### src/rtl/core/ps2kd_pkg.sv
`timescale 1ns / 1ps
`default_nettype none

package ps2kd_pkg;

  typedef enum logic [1:0] {
    KIND_PRESS   = 2'd0,
    KIND_RELEASE = 2'd1,
    KIND_CHAR    = 2'd2
  } kind_t;

  typedef enum logic [1:0] {
    PH_NONE  = 2'd0,
    PH_E0    = 2'd1,
    PH_E1    = 2'd2,
    PH_E1_B1 = 2'd3
  } phase_t;

  typedef struct packed {
    kind_t      kind;
    logic [7:0] key_number;
    logic [6:0] char_code;
    logic       last;
  } res_t;

  typedef struct packed {
    logic [1:0] count;
    res_t       r0;
    res_t       r1;
  } dec_out_t;

  localparam logic [7:0] SC_PREFIX_E0  = 8'hE0;
  localparam logic [7:0] SC_PREFIX_E1  = 8'hE1;
  localparam logic [7:0] SC_LSHIFT_DN  = 8'h2A;
  localparam logic [7:0] SC_RSHIFT_DN  = 8'h36;
  localparam logic [7:0] SC_CTRL_DN    = 8'h1D;
  localparam logic [7:0] SC_ALT_DN     = 8'h38;
  localparam logic [7:0] SC_CAPS_DN    = 8'h3A;
  localparam logic [7:0] SC_LSHIFT_UP  = 8'hAA;
  localparam logic [7:0] SC_RSHIFT_UP  = 8'hB6;
  localparam logic [7:0] SC_CTRL_UP    = 8'h9D;
  localparam logic [7:0] SC_ALT_UP     = 8'hB8;
  localparam logic [7:0] SC_PRINT_LIM  = 8'h3A;
  localparam logic [6:0] SC_PAUSE_HI   = 7'h1D;
  localparam logic [6:0] SC_PAUSE_LO   = 7'h45;
  localparam logic [7:0] KEY_PAUSE     = 8'd197;

  function automatic logic [6:0] lower_char(input logic [5:0] idx);
    logic [6:0] c;
    case (idx)
      6'd2: c = 7'h31;   6'd3: c = 7'h32;   6'd4: c = 7'h33;   6'd5: c = 7'h34;
      6'd6: c = 7'h35;   6'd7: c = 7'h36;   6'd8: c = 7'h37;   6'd9: c = 7'h38;
      6'd10: c = 7'h39;  6'd11: c = 7'h30;  6'd12: c = 7'h2D;  6'd13: c = 7'h3D;
      6'd16: c = 7'h71;  6'd17: c = 7'h77;  6'd18: c = 7'h65;  6'd19: c = 7'h72;
      6'd20: c = 7'h74;  6'd21: c = 7'h79;  6'd22: c = 7'h75;  6'd23: c = 7'h69;
      6'd24: c = 7'h6F;  6'd25: c = 7'h70;  6'd26: c = 7'h5B;  6'd27: c = 7'h5D;
      6'd30: c = 7'h61;  6'd31: c = 7'h73;  6'd32: c = 7'h64;  6'd33: c = 7'h66;
      6'd34: c = 7'h67;  6'd35: c = 7'h68;  6'd36: c = 7'h6A;  6'd37: c = 7'h6B;
      6'd38: c = 7'h6C;  6'd39: c = 7'h3B;  6'd40: c = 7'h27;  6'd41: c = 7'h60;
      6'd43: c = 7'h5C;  6'd44: c = 7'h7A;  6'd45: c = 7'h78;  6'd46: c = 7'h63;
      6'd47: c = 7'h76;  6'd48: c = 7'h62;  6'd49: c = 7'h6E;  6'd50: c = 7'h6D;
      6'd51: c = 7'h2C;  6'd52: c = 7'h2E;  6'd53: c = 7'h2F;  6'd57: c = 7'h20;
      default: c = 7'h00;
    endcase
    return c;
  endfunction

  function automatic logic [6:0] upper_char(input logic [5:0] idx);
    logic [6:0] c;
    case (idx)
      6'd2: c = 7'h21;   6'd3: c = 7'h40;   6'd4: c = 7'h23;   6'd5: c = 7'h24;
      6'd6: c = 7'h25;   6'd7: c = 7'h5E;   6'd8: c = 7'h26;   6'd9: c = 7'h2A;
      6'd10: c = 7'h28;  6'd11: c = 7'h29;  6'd12: c = 7'h5F;  6'd13: c = 7'h2B;
      6'd16: c = 7'h51;  6'd17: c = 7'h57;  6'd18: c = 7'h45;  6'd19: c = 7'h52;
      6'd20: c = 7'h54;  6'd21: c = 7'h59;  6'd22: c = 7'h55;  6'd23: c = 7'h49;
      6'd24: c = 7'h4F;  6'd25: c = 7'h50;  6'd26: c = 7'h7B;  6'd27: c = 7'h7D;
      6'd30: c = 7'h41;  6'd31: c = 7'h53;  6'd32: c = 7'h44;  6'd33: c = 7'h46;
      6'd34: c = 7'h47;  6'd35: c = 7'h48;  6'd36: c = 7'h4A;  6'd37: c = 7'h4B;
      6'd38: c = 7'h4C;  6'd39: c = 7'h3A;  6'd40: c = 7'h22;  6'd41: c = 7'h7E;
      6'd43: c = 7'h7C;  6'd44: c = 7'h5A;  6'd45: c = 7'h58;  6'd46: c = 7'h43;
      6'd47: c = 7'h56;  6'd48: c = 7'h42;  6'd49: c = 7'h4E;  6'd50: c = 7'h4D;
      6'd51: c = 7'h3C;  6'd52: c = 7'h3E;  6'd53: c = 7'h3F;  6'd57: c = 7'h20;
      default: c = 7'h00;
    endcase
    return c;
  endfunction

endpackage

`default_nettype wire

### src/rtl/core/ps2kd_decode.sv
`timescale 1ns / 1ps
`default_nettype none

module ps2kd_decode (
  input  wire logic                clk,
  input  wire logic                rst_n,
  input  wire logic                adv,
  input  wire logic [7:0]          scan_byte,
  output ps2kd_pkg::dec_out_t      dec_out
);
  import ps2kd_pkg::*;

  phase_t     phase_r, phase_nxt;
  logic [7:0] held_r, held_nxt;
  logic [2:0] mods_r, mods_nxt;

  logic       emit;
  logic [7:0] key_num;
  logic [6:0] chr;
  kind_t      key_kind;
  res_t       key_res;
  res_t       chr_res;

  always_comb begin
    phase_nxt = phase_r;
    held_nxt  = held_r;
    emit      = 1'b0;
    key_num   = {1'b0, scan_byte[6:0]};
    case (phase_r)
      PH_NONE: begin
        if (scan_byte == SC_PREFIX_E0) begin
          phase_nxt = PH_E0;
        end else if (scan_byte == SC_PREFIX_E1) begin
          phase_nxt = PH_E1;
        end else begin
          emit = (scan_byte != 8'h00);
        end
      end
      PH_E0: begin
        phase_nxt = PH_NONE;
        emit      = 1'b1;
        key_num   = {1'b1, scan_byte[6:0]};
      end
      PH_E1: begin
        phase_nxt = PH_E1_B1;
        held_nxt  = scan_byte;
      end
      PH_E1_B1: begin
        phase_nxt = PH_NONE;
        emit      = 1'b1;
        if (held_r == SC_PREFIX_E0) begin
          key_num = {1'b1, scan_byte[6:0]};
        end else if (held_r[6:0] == SC_PAUSE_HI && scan_byte[6:0] == SC_PAUSE_LO) begin
          key_num = KEY_PAUSE;
        end
      end
      default: begin
        phase_nxt = PH_NONE;
      end
    endcase
  end

  always_comb begin
    mods_nxt = mods_r;
    if (emit) begin
      if (scan_byte == SC_LSHIFT_UP || scan_byte == SC_RSHIFT_UP) begin
        mods_nxt[0] = 1'b0;
      end else if (scan_byte == SC_CTRL_UP) begin
        mods_nxt[1] = 1'b0;
      end else if (scan_byte == SC_ALT_UP) begin
        mods_nxt[2] = 1'b0;
      end else if (scan_byte == SC_LSHIFT_DN || scan_byte == SC_RSHIFT_DN) begin
        mods_nxt[0] = 1'b1;
      end else if (scan_byte == SC_CTRL_DN) begin
        mods_nxt[1] = 1'b1;
      end else if (scan_byte == SC_ALT_DN) begin
        mods_nxt[2] = 1'b1;
      end else if (scan_byte == SC_CAPS_DN) begin
        mods_nxt[0] = ~mods_r[0];
      end
    end
  end

  // Modifier codes all land on empty table slots, so the old flags pick the table.
  always_comb begin
    chr = 7'h00;
    if (scan_byte < SC_PRINT_LIM) begin
      chr = mods_r[0] ? upper_char(scan_byte[5:0]) : lower_char(scan_byte[5:0]);
    end
  end

  assign key_kind = scan_byte[7] ? KIND_RELEASE : KIND_PRESS;

  always_comb begin
    key_res.kind       = key_kind;
    key_res.key_number = key_num;
    key_res.char_code  = 7'h00;
    key_res.last       = (chr == 7'h00);
    chr_res.kind       = KIND_CHAR;
    chr_res.key_number = 8'h00;
    chr_res.char_code  = chr;
    chr_res.last       = 1'b1;
    dec_out.r0         = key_res;
    dec_out.r1         = chr_res;
    if (!emit) begin
      dec_out.count = 2'd0;
    end else if (chr == 7'h00) begin
      dec_out.count = 2'd1;
    end else begin
      dec_out.count = 2'd2;
    end
  end

  always_ff @(posedge clk) begin
    if (!rst_n) begin
      phase_r <= PH_NONE;
      held_r  <= 8'h00;
      mods_r  <= 3'b000;
    end else if (adv) begin
      phase_r <= phase_nxt;
      held_r  <= held_nxt;
      mods_r  <= mods_nxt;
    end
  end

endmodule

`default_nettype wire

### src/rtl/core/ps2kd_fifo.sv
`timescale 1ns / 1ps
`default_nettype none

module ps2kd_fifo (
  input  wire logic                clk,
  input  wire logic                rst_n,
  input  wire logic                push,
  input  ps2kd_pkg::dec_out_t      din,
  output logic                     space2,
  output logic                     dout_valid,
  input  wire logic                pop,
  output ps2kd_pkg::res_t          dout
);
  import ps2kd_pkg::*;

  res_t       mem [4];
  logic [1:0] wr_ptr_r, wr_ptr_nxt;
  logic [1:0] rd_ptr_r, rd_ptr_nxt;
  logic [2:0] count_r, count_nxt;
  logic [1:0] push_n;
  logic       do_pop;

  assign push_n     = push ? din.count : 2'd0;
  assign dout_valid = (count_r != 3'd0);
  assign do_pop     = pop && dout_valid;
  assign space2     = (count_r <= 3'd2);
  assign dout       = mem[rd_ptr_r];

  always_comb begin
    wr_ptr_nxt = wr_ptr_r + push_n;
    rd_ptr_nxt = rd_ptr_r + {1'b0, do_pop};
    count_nxt  = count_r + {1'b0, push_n} - {2'b00, do_pop};
  end

  always_ff @(posedge clk) begin
    if (push_n != 2'd0) begin
      mem[wr_ptr_r] <= din.r0;
    end
    if (push_n == 2'd2) begin
      mem[wr_ptr_r + 2'd1] <= din.r1;
    end
  end

  always_ff @(posedge clk) begin
    if (!rst_n) begin
      wr_ptr_r <= 2'd0;
      rd_ptr_r <= 2'd0;
      count_r  <= 3'd0;
    end else begin
      wr_ptr_r <= wr_ptr_nxt;
      rd_ptr_r <= rd_ptr_nxt;
      count_r  <= count_nxt;
    end
  end

endmodule

`default_nettype wire

### src/rtl/core/ps2_set1_key_decoder_core.sv
`timescale 1ns / 1ps
`default_nettype none

// Channel   Direction  Handshake            Word
// in_       input      in_valid / in_stall  in_scan_byte
// out_      output     out_valid/out_stall  out_event_kind, out_key_number,
//                                           out_char_code, out_last
//
// A byte is registered on acceptance and decoded from that register, once the
// queue has room for two words, into zero, one or two words that enter a
// four-word output queue. One byte is taken per cycle while the queue has room
// for two words; sustained output is one word per cycle while out_stall is low.
// Reset clears the prefix phase, held byte, modifier flags and the queue.

module ps2_set1_key_decoder_core (
  input  wire logic       clk,
  input  wire logic       rst_n,
  input  wire logic       in_valid,
  output logic            in_stall,
  input  wire logic [7:0] in_scan_byte,
  output logic            out_valid,
  input  wire logic       out_stall,
  output logic [1:0]      out_event_kind,
  output logic [7:0]      out_key_number,
  output logic [6:0]      out_char_code,
  output logic            out_last
);
  import ps2kd_pkg::*;

  logic       s1_valid_r, s1_valid_nxt;
  logic [7:0] s1_byte_r;
  logic       space2;
  logic       adv;
  dec_out_t   dec_out;
  res_t       head;

  assign adv      = s1_valid_r && space2;
  assign in_stall = s1_valid_r && !space2;

  always_comb begin
    s1_valid_nxt = s1_valid_r;
    if (!in_stall) begin
      s1_valid_nxt = in_valid;
    end
  end

  always_ff @(posedge clk) begin
    if (!rst_n) begin
      s1_valid_r <= 1'b0;
    end else begin
      s1_valid_r <= s1_valid_nxt;
    end
  end

  always_ff @(posedge clk) begin
    if (in_valid && !in_stall) begin
      s1_byte_r <= in_scan_byte;
    end
  end

  ps2kd_decode u_decode (
    .clk       (clk),
    .rst_n     (rst_n),
    .adv       (adv),
    .scan_byte (s1_byte_r),
    .dec_out   (dec_out)
  );

  ps2kd_fifo u_fifo (
    .clk        (clk),
    .rst_n      (rst_n),
    .push       (adv),
    .din        (dec_out),
    .space2     (space2),
    .dout_valid (out_valid),
    .pop        (!out_stall),
    .dout       (head)
  );

  assign out_event_kind = head.kind;
  assign out_key_number = head.key_number;
  assign out_char_code  = head.char_code;
  assign out_last       = head.last;

endmodule

`default_nettype wire

### config.mk
export PLATFORM = sky130hd
export DESIGN_NAME = ps2_set1_key_decoder_core
export DESIGN_NICKNAME = d
export VERILOG_FILES = /design/src/rtl/core/ps2kd_pkg.sv /design/src/rtl/core/ps2kd_decode.sv /design/src/rtl/core/ps2kd_fifo.sv /design/src/rtl/core/ps2_set1_key_decoder_core.sv
export SDC_FILE = /design/constraint.sdc
export NUM_CORES = 1
export LEC_CHECK = 0
export BUFFER_PORTS_ARGS = -buffer_cell sky130_fd_sc_hd__buf_2
export CAP_MARGIN = 20
export CORE_MARGIN = 2
export CORE_UTILIZATION = 60
export DETAILED_ROUTE_END_ITERATION = 10
export GPL_TIMING_DRIVEN = 0
export HOLD_SLACK_MARGIN = 0.06
export PLACE_DENSITY = 0.88
export SETUP_SLACK_MARGIN = 0.3
export SYNTH_ARGS = -nofsm -noshare
export SYNTH_HDL_FRONTEND = slang
export SYNTH_SLANG_ARGS = --single-unit
### constraint.sdc
create_clock -name clk -period 4.25 [get_ports clk]
set_input_delay 0.425 -clock clk [delete_from_list [all_inputs] [get_ports clk]]
set_output_delay 0.425 -clock clk [all_outputs]
set_load 0.02 [all_outputs]
Yosys cells after proc, flatten, opt, wreduce, memory -nomap -nowiden
Memories as Yosys holds them, arrays and structs flattened. A register that Yosys moved wholly into a read port is not among the register bits.
Cells that the tools add are included.
{"block": "word_totals", "in_bits": 12, "reg_bits": 27, "romBits": 896, "word_cells": 91, "out_inout_bits": 20, "memories": 3, "ram_bits": 72}
{"name": "(name not given)", "depth": 64, "word_bits": 7, "read_ports": 1, "rd_ports_with_merged_regs": 1, "wr": 0, "line_no": "ps2kd_pkg.sv:70", "text": "case (idx)"}
{"name": "(name not given)", "depth": 64, "word_bits": 7, "read_ports": 1, "rd_ports_with_merged_regs": 1, "wr": 0, "line_no": "ps2kd_pkg.sv:50", "text": "case (idx)"}
{"name": "u_fifo.mem", "depth": 4, "word_bits": 18, "read_ports": 1, "rd_ports_with_merged_regs": 1, "wr": 2, "line_no": "ps2kd_fifo.sv:16", "text": "res_t mem [4];"}
{"block": "classes", "n_mux": 29, "addsub": 5, "magnitude_cmp": 2, "eq_ne": 23, "bitwise_logic": 1, "n_reduce_logical": 20}
{"op": "$eq 8x8->1 const B", "count": 7}
{"op": "$eq 8x6->1 const B", "count": 4}
{"op": "$mux 8", "count": 2}
{"op": "$pmux 8 s2", "count": 1}
{"op": "$mux 1", "count": 14}
{"op": "$mux 7", "count": 2}
{"op": "$mux 2", "count": 6}
{"op": "$mux 6", "count": 2}
{"op": "$ne 3x1->1 const B", "count": 3}
{"op": "$eq 8x5->1 const B", "count": 1}
{"op": "$lt 8x6->1 const B", "count": 1}
{"op": "$reduce_bool 8->1", "count": 1}
{"op": "$eq 7x5->1 const B", "count": 1}
{"op": "$eq 7x7->1 const B", "count": 1}
{"op": "$logic_not 7->1", "count": 1}
{"op": "$reduce_and 7->1", "count": 1}
{"op": "$eq 2x2->1 const B", "count": 3}
{"op": "$pmux 2 s3", "count": 1}
{"op": "$reduce_bool 3->1", "count": 2}
{"op": "$logic_and 1x1->1", "count": 5}
{"op": "$ne 2x1->1 const B", "count": 2}
{"op": "$reduce_and 2->1", "count": 2}
{"op": "$add 3x2->3", "count": 1}
{"op": "$le 3x2->1 const B", "count": 1}
{"op": "other kinds (12)", "count": 15}

Depth between registers and ports, before layout
{"block": "logic_depth", "depth_word": 9, "depth_mapped": 15, "depth_no_buf": 12}

Modules after synthesis
From an unflattened synthesis, not the netlist that was laid out.
{"block": "hier_totals", "hier_cells": 501, "hier_area_um2": 6174.7}
{"module": "ps2kd_fifo", "cells_per_inst": 226, "instances": 1, "area_per_inst_um2": 4007.6, "seq_area_each_um2": 2302.2}
{"module": "ps2kd_decode", "cells_per_inst": 261, "instances": 1, "area_per_inst_um2": 1869.3, "seq_area_each_um2": 220.2}
{"module": "ps2_set1_key_decoder_core", "cells_per_inst": 14, "instances": 1, "area_per_inst_um2": 297.8, "seq_area_each_um2": 260.2}

Least setup slack after synthesis
Ideal clock, no wire load.
{"block": "synth_path", "path_type": "input-to-reg", "startpoint": "input in_valid", "endpoint": "register with a tool-made name", "setup_ns": 0.155, "path_slack_ns": 0.997, "t_required_ns": 4.095, "arrival_ns": 3.098, "stages": 13, "n_path_buf": 2, "path_cell_list": "a21boi_2 -> nand2_1 -> inv_1 -> clkbuf_1 -> buf_1 -> nor2_1 -> a21o_1 -> ha_1 -> and2_1 -> o21ai_0 -> a21oi_1 -> a2111oi_0 -> a221oi_1"}
{"element": "from (decl)", "line_no": "ps2_set1_key_decoder_core.sv:18", "text": "input wire logic in_valid,"}

==> results.toml <==
[run_status]
status = "finished clean"

[pwr]
switching_share_pct = 34.9
comb_power_share_pct = 31.5
p_leak_nw = 3.00
power.switching_mw = 1.54
peakVddDrop_mv = 0.618
power_frac_clock_pct = 34.4
p_seq_share_pct = 34.1
p_int_mw = 2.86
power_density_nw_per_um2 = 568

[global_routing]
grt_pass1_wl_um = 35400
overflow = 0
grt_usage_pct = 39.9
antenna_found_initial = 0
grt_max_degree = 18
grt_pass1_vias = 6437

[critical_path]
critPathMostFrequentCell = "inv_1"
required_ns = 4.51
start_kind = "flip-flop"
cp_cell_sequence = "buf_2 > a21boi_2 > nand2_1 > inv_1 > clkbuf_2 > clkbuf_4 > nor2_1 > a21o_1 > inv_1 > ha_1 > a21boi_0 > o31ai_1 > a221oi_1"
cp.arrival_ns = 3.95
r2r_start = "s1_valid_r"
worst_setup_path_end_kind = "flip-flop"
critPathKind = "reg -> reg"
cp_max_fo = 17
crit_family = "compound AO/OA/AOI/OAI gates"
cp-startpoint = "s1_valid_r"
slowest_delay_ns = 0.49
slowest_stage = "a221oi_1"
path_buf_inv = 5

[clock_network]
cts-buffers-inserted = 17
cts.sinks = 113
path_clk_slew_ns = 0.05
clockBufferDepth = 2
cts-htree-levels = 4
cts_setup_buffers = 0
cts_root_buf = "clkbuf_16"
tritoncts = "built"
clock_latency_ns = 0.42

[synthesis]
synth-edff-count = 36
ys.flop_type = "dfxtp_1"
async_flop_share_pct = 0
yosysTopAreaCell = "dfxtp_1"
yosys_warnings = 0
yosysSeqAreaShare_pct = 38.7
synth_cell_type_count = 77
yosys.area.top_type_share_pct = 22.8
ys_seq_elements = 113
syn_avg_cell_area_um2 = 9.34
synth_area_leaders = "dfxtp_1 23%, edfxtp_1 16%, mux2i_1 6.5%"
yosysMostFrequentCell = "nor2_1"
synth_common_cells = "100 x nor2_1, 77 x dfxtp_1, 44 x mux2i_1"
synthCells = 725
synth_nets = 756
syn_area_um2 = 6770

[floorplanning]
rows = 38
die-area_um2 = 12200
initial_core_util_pct = 61.9
core_um2 = 10900
dieHeight_um = 110
pin_count = 32
die_w_um = 110

[routing]
first_pass_iters = 6
routed_wl_um = 23300
post_drt_wl_per_cell_um = 25.1
drt-initial-drc-count = 1105
routed-via-count = 6551
antenna_left = 0
viasPerCell = 7.06
drc = 0

[timing]
finalSetupViolCount = 0
period_share_pct = 86.9
max_slew_margin_pct = 33.7
hold_violations = 0
worst_pin_slew_ns = 0.983
period_needed_ns = 3.69
maxSlewViolCount = 0
fin_worst_skew_ns = 0.0101
rsz0062_at_grt = "false"
fin_ws_ns = 0.556
fmax_mhz = 271

[place]
preCtsSetupSlack_ns = -0.175
place_congestion = 1.14
portBuffers = 31
dp_hpwl_um = 15800
place_inst = 896

[worst_hold_path]
hp-start = "in_scan_byte[6]"
hold_path_class = "in -> reg"

[layout]
syn2layout_area_growth_pct = 14.4
antenna_cells = 0
nets = 806
layout-drive-gt1-share_pct = 17.1
final_cells = 928

[job]
cap_violations = 0
-- worst reg2reg max path: stages (launching register included) --
cell and delay, ns:
dfxtp_1 0.29, buf_2 0.16, a21boi_2 0.20, nand2_1 0.16, inv_1 0.12, clkbuf_2 0.28, clkbuf_4 0.35, nor2_1 0.07
a21o_1 0.28, inv_1 0.21, ha_1 0.36, a21boi_0 0.36, o31ai_1 0.20, a221oi_1 0.49
-- through the flow --
step	hold slack [ns]	area, um2	total power [mW]	setup TNS, ns	util [%]
finish	0.183	7750	4.40	0	70.9
global route	0.179	7750	4.56	0	70.9
CTS	0.179	7740	4.35	0	70.8
detailed placement	0.460	7100	2.81	-0.458	65.0
global placement	0.429	7100	2.76	-0.580	65.0
floorplan	0.421	6770	2.41	0	-
-- worst paths after layout --
path / end / depth (start not counted) / slack [ns]
max reg2reg: flip-flop / 13 / 0.56
min: s1_byte_r[6] / 1 / 0.18
min reg2reg: u_fifo.mem[0][17] / 1 / 0.47
max: flip-flop / 13 / 0.56
-- routing by layer --
metal  GRT usage, %  vias up  share of wire [%]  routed length [um]
met5              0        -                  0                   0
met4           23.8        0                6.8                1580
met3           9.58      146                 11                2460
met2           66.3      549                 47               10900
met1           46.8     3072                 36                8360
li1               -     2784                  -                   -
-- layout make-up --
class,count,area [um2]
multi-input combinational,527,3790
inverter,27,101
tap,140,175
sequential,113,2620
clock buffer,21,514
buffer,58,267
fill,771,3190
clock inverter,11,119
timing repair buffer,31,155
-- power groups by stage --
stage          sequential [mW]  clock (mW)  combinational [mW]
2_1_floorplan             1.44           0               0.966
3_3_place_gp              1.47           0                1.29
3_5_place_dp              1.49           0                1.32
4_1_cts                   1.49        1.51                1.35
5_1_grt                   1.52        1.56                1.48
6_report                  1.50        1.51                1.39
-- cell families after synthesis --
logic type | Yosys count | share of synthesized area (%)
compound gates | 165 | 17.6
mux | 75 | 14.6
fa+ha+maj | 19 | 3.62
flops | 113 | 38.7
simple gates | 263 | 19.4
buf+inv | 85 | 5.34
xor+xnor | 5 | 0.647
-- repair_timing --
action,CTS,global route
hold buffers,0,0
resized for setup,3,7
endpoints found under the setup margin,10,11
-- layout by cell type, fill, tap and decap left out, types with 15 or more instances in the layout --
master	instances
a21oi_1	23
buf_2	44
clkbuf_1	34
clkbuf_16	20
dfxtp_1	77
edfxtp_1	36
ha_1	18
inv_1	25
mux2i_1	44
mux4_2	18
nand2_1	41
nand3_1	15
nor2_1	100
nor2b_1	17
o21ai_0	28
No activity file was read; power rests on OpenSTA's default activity.
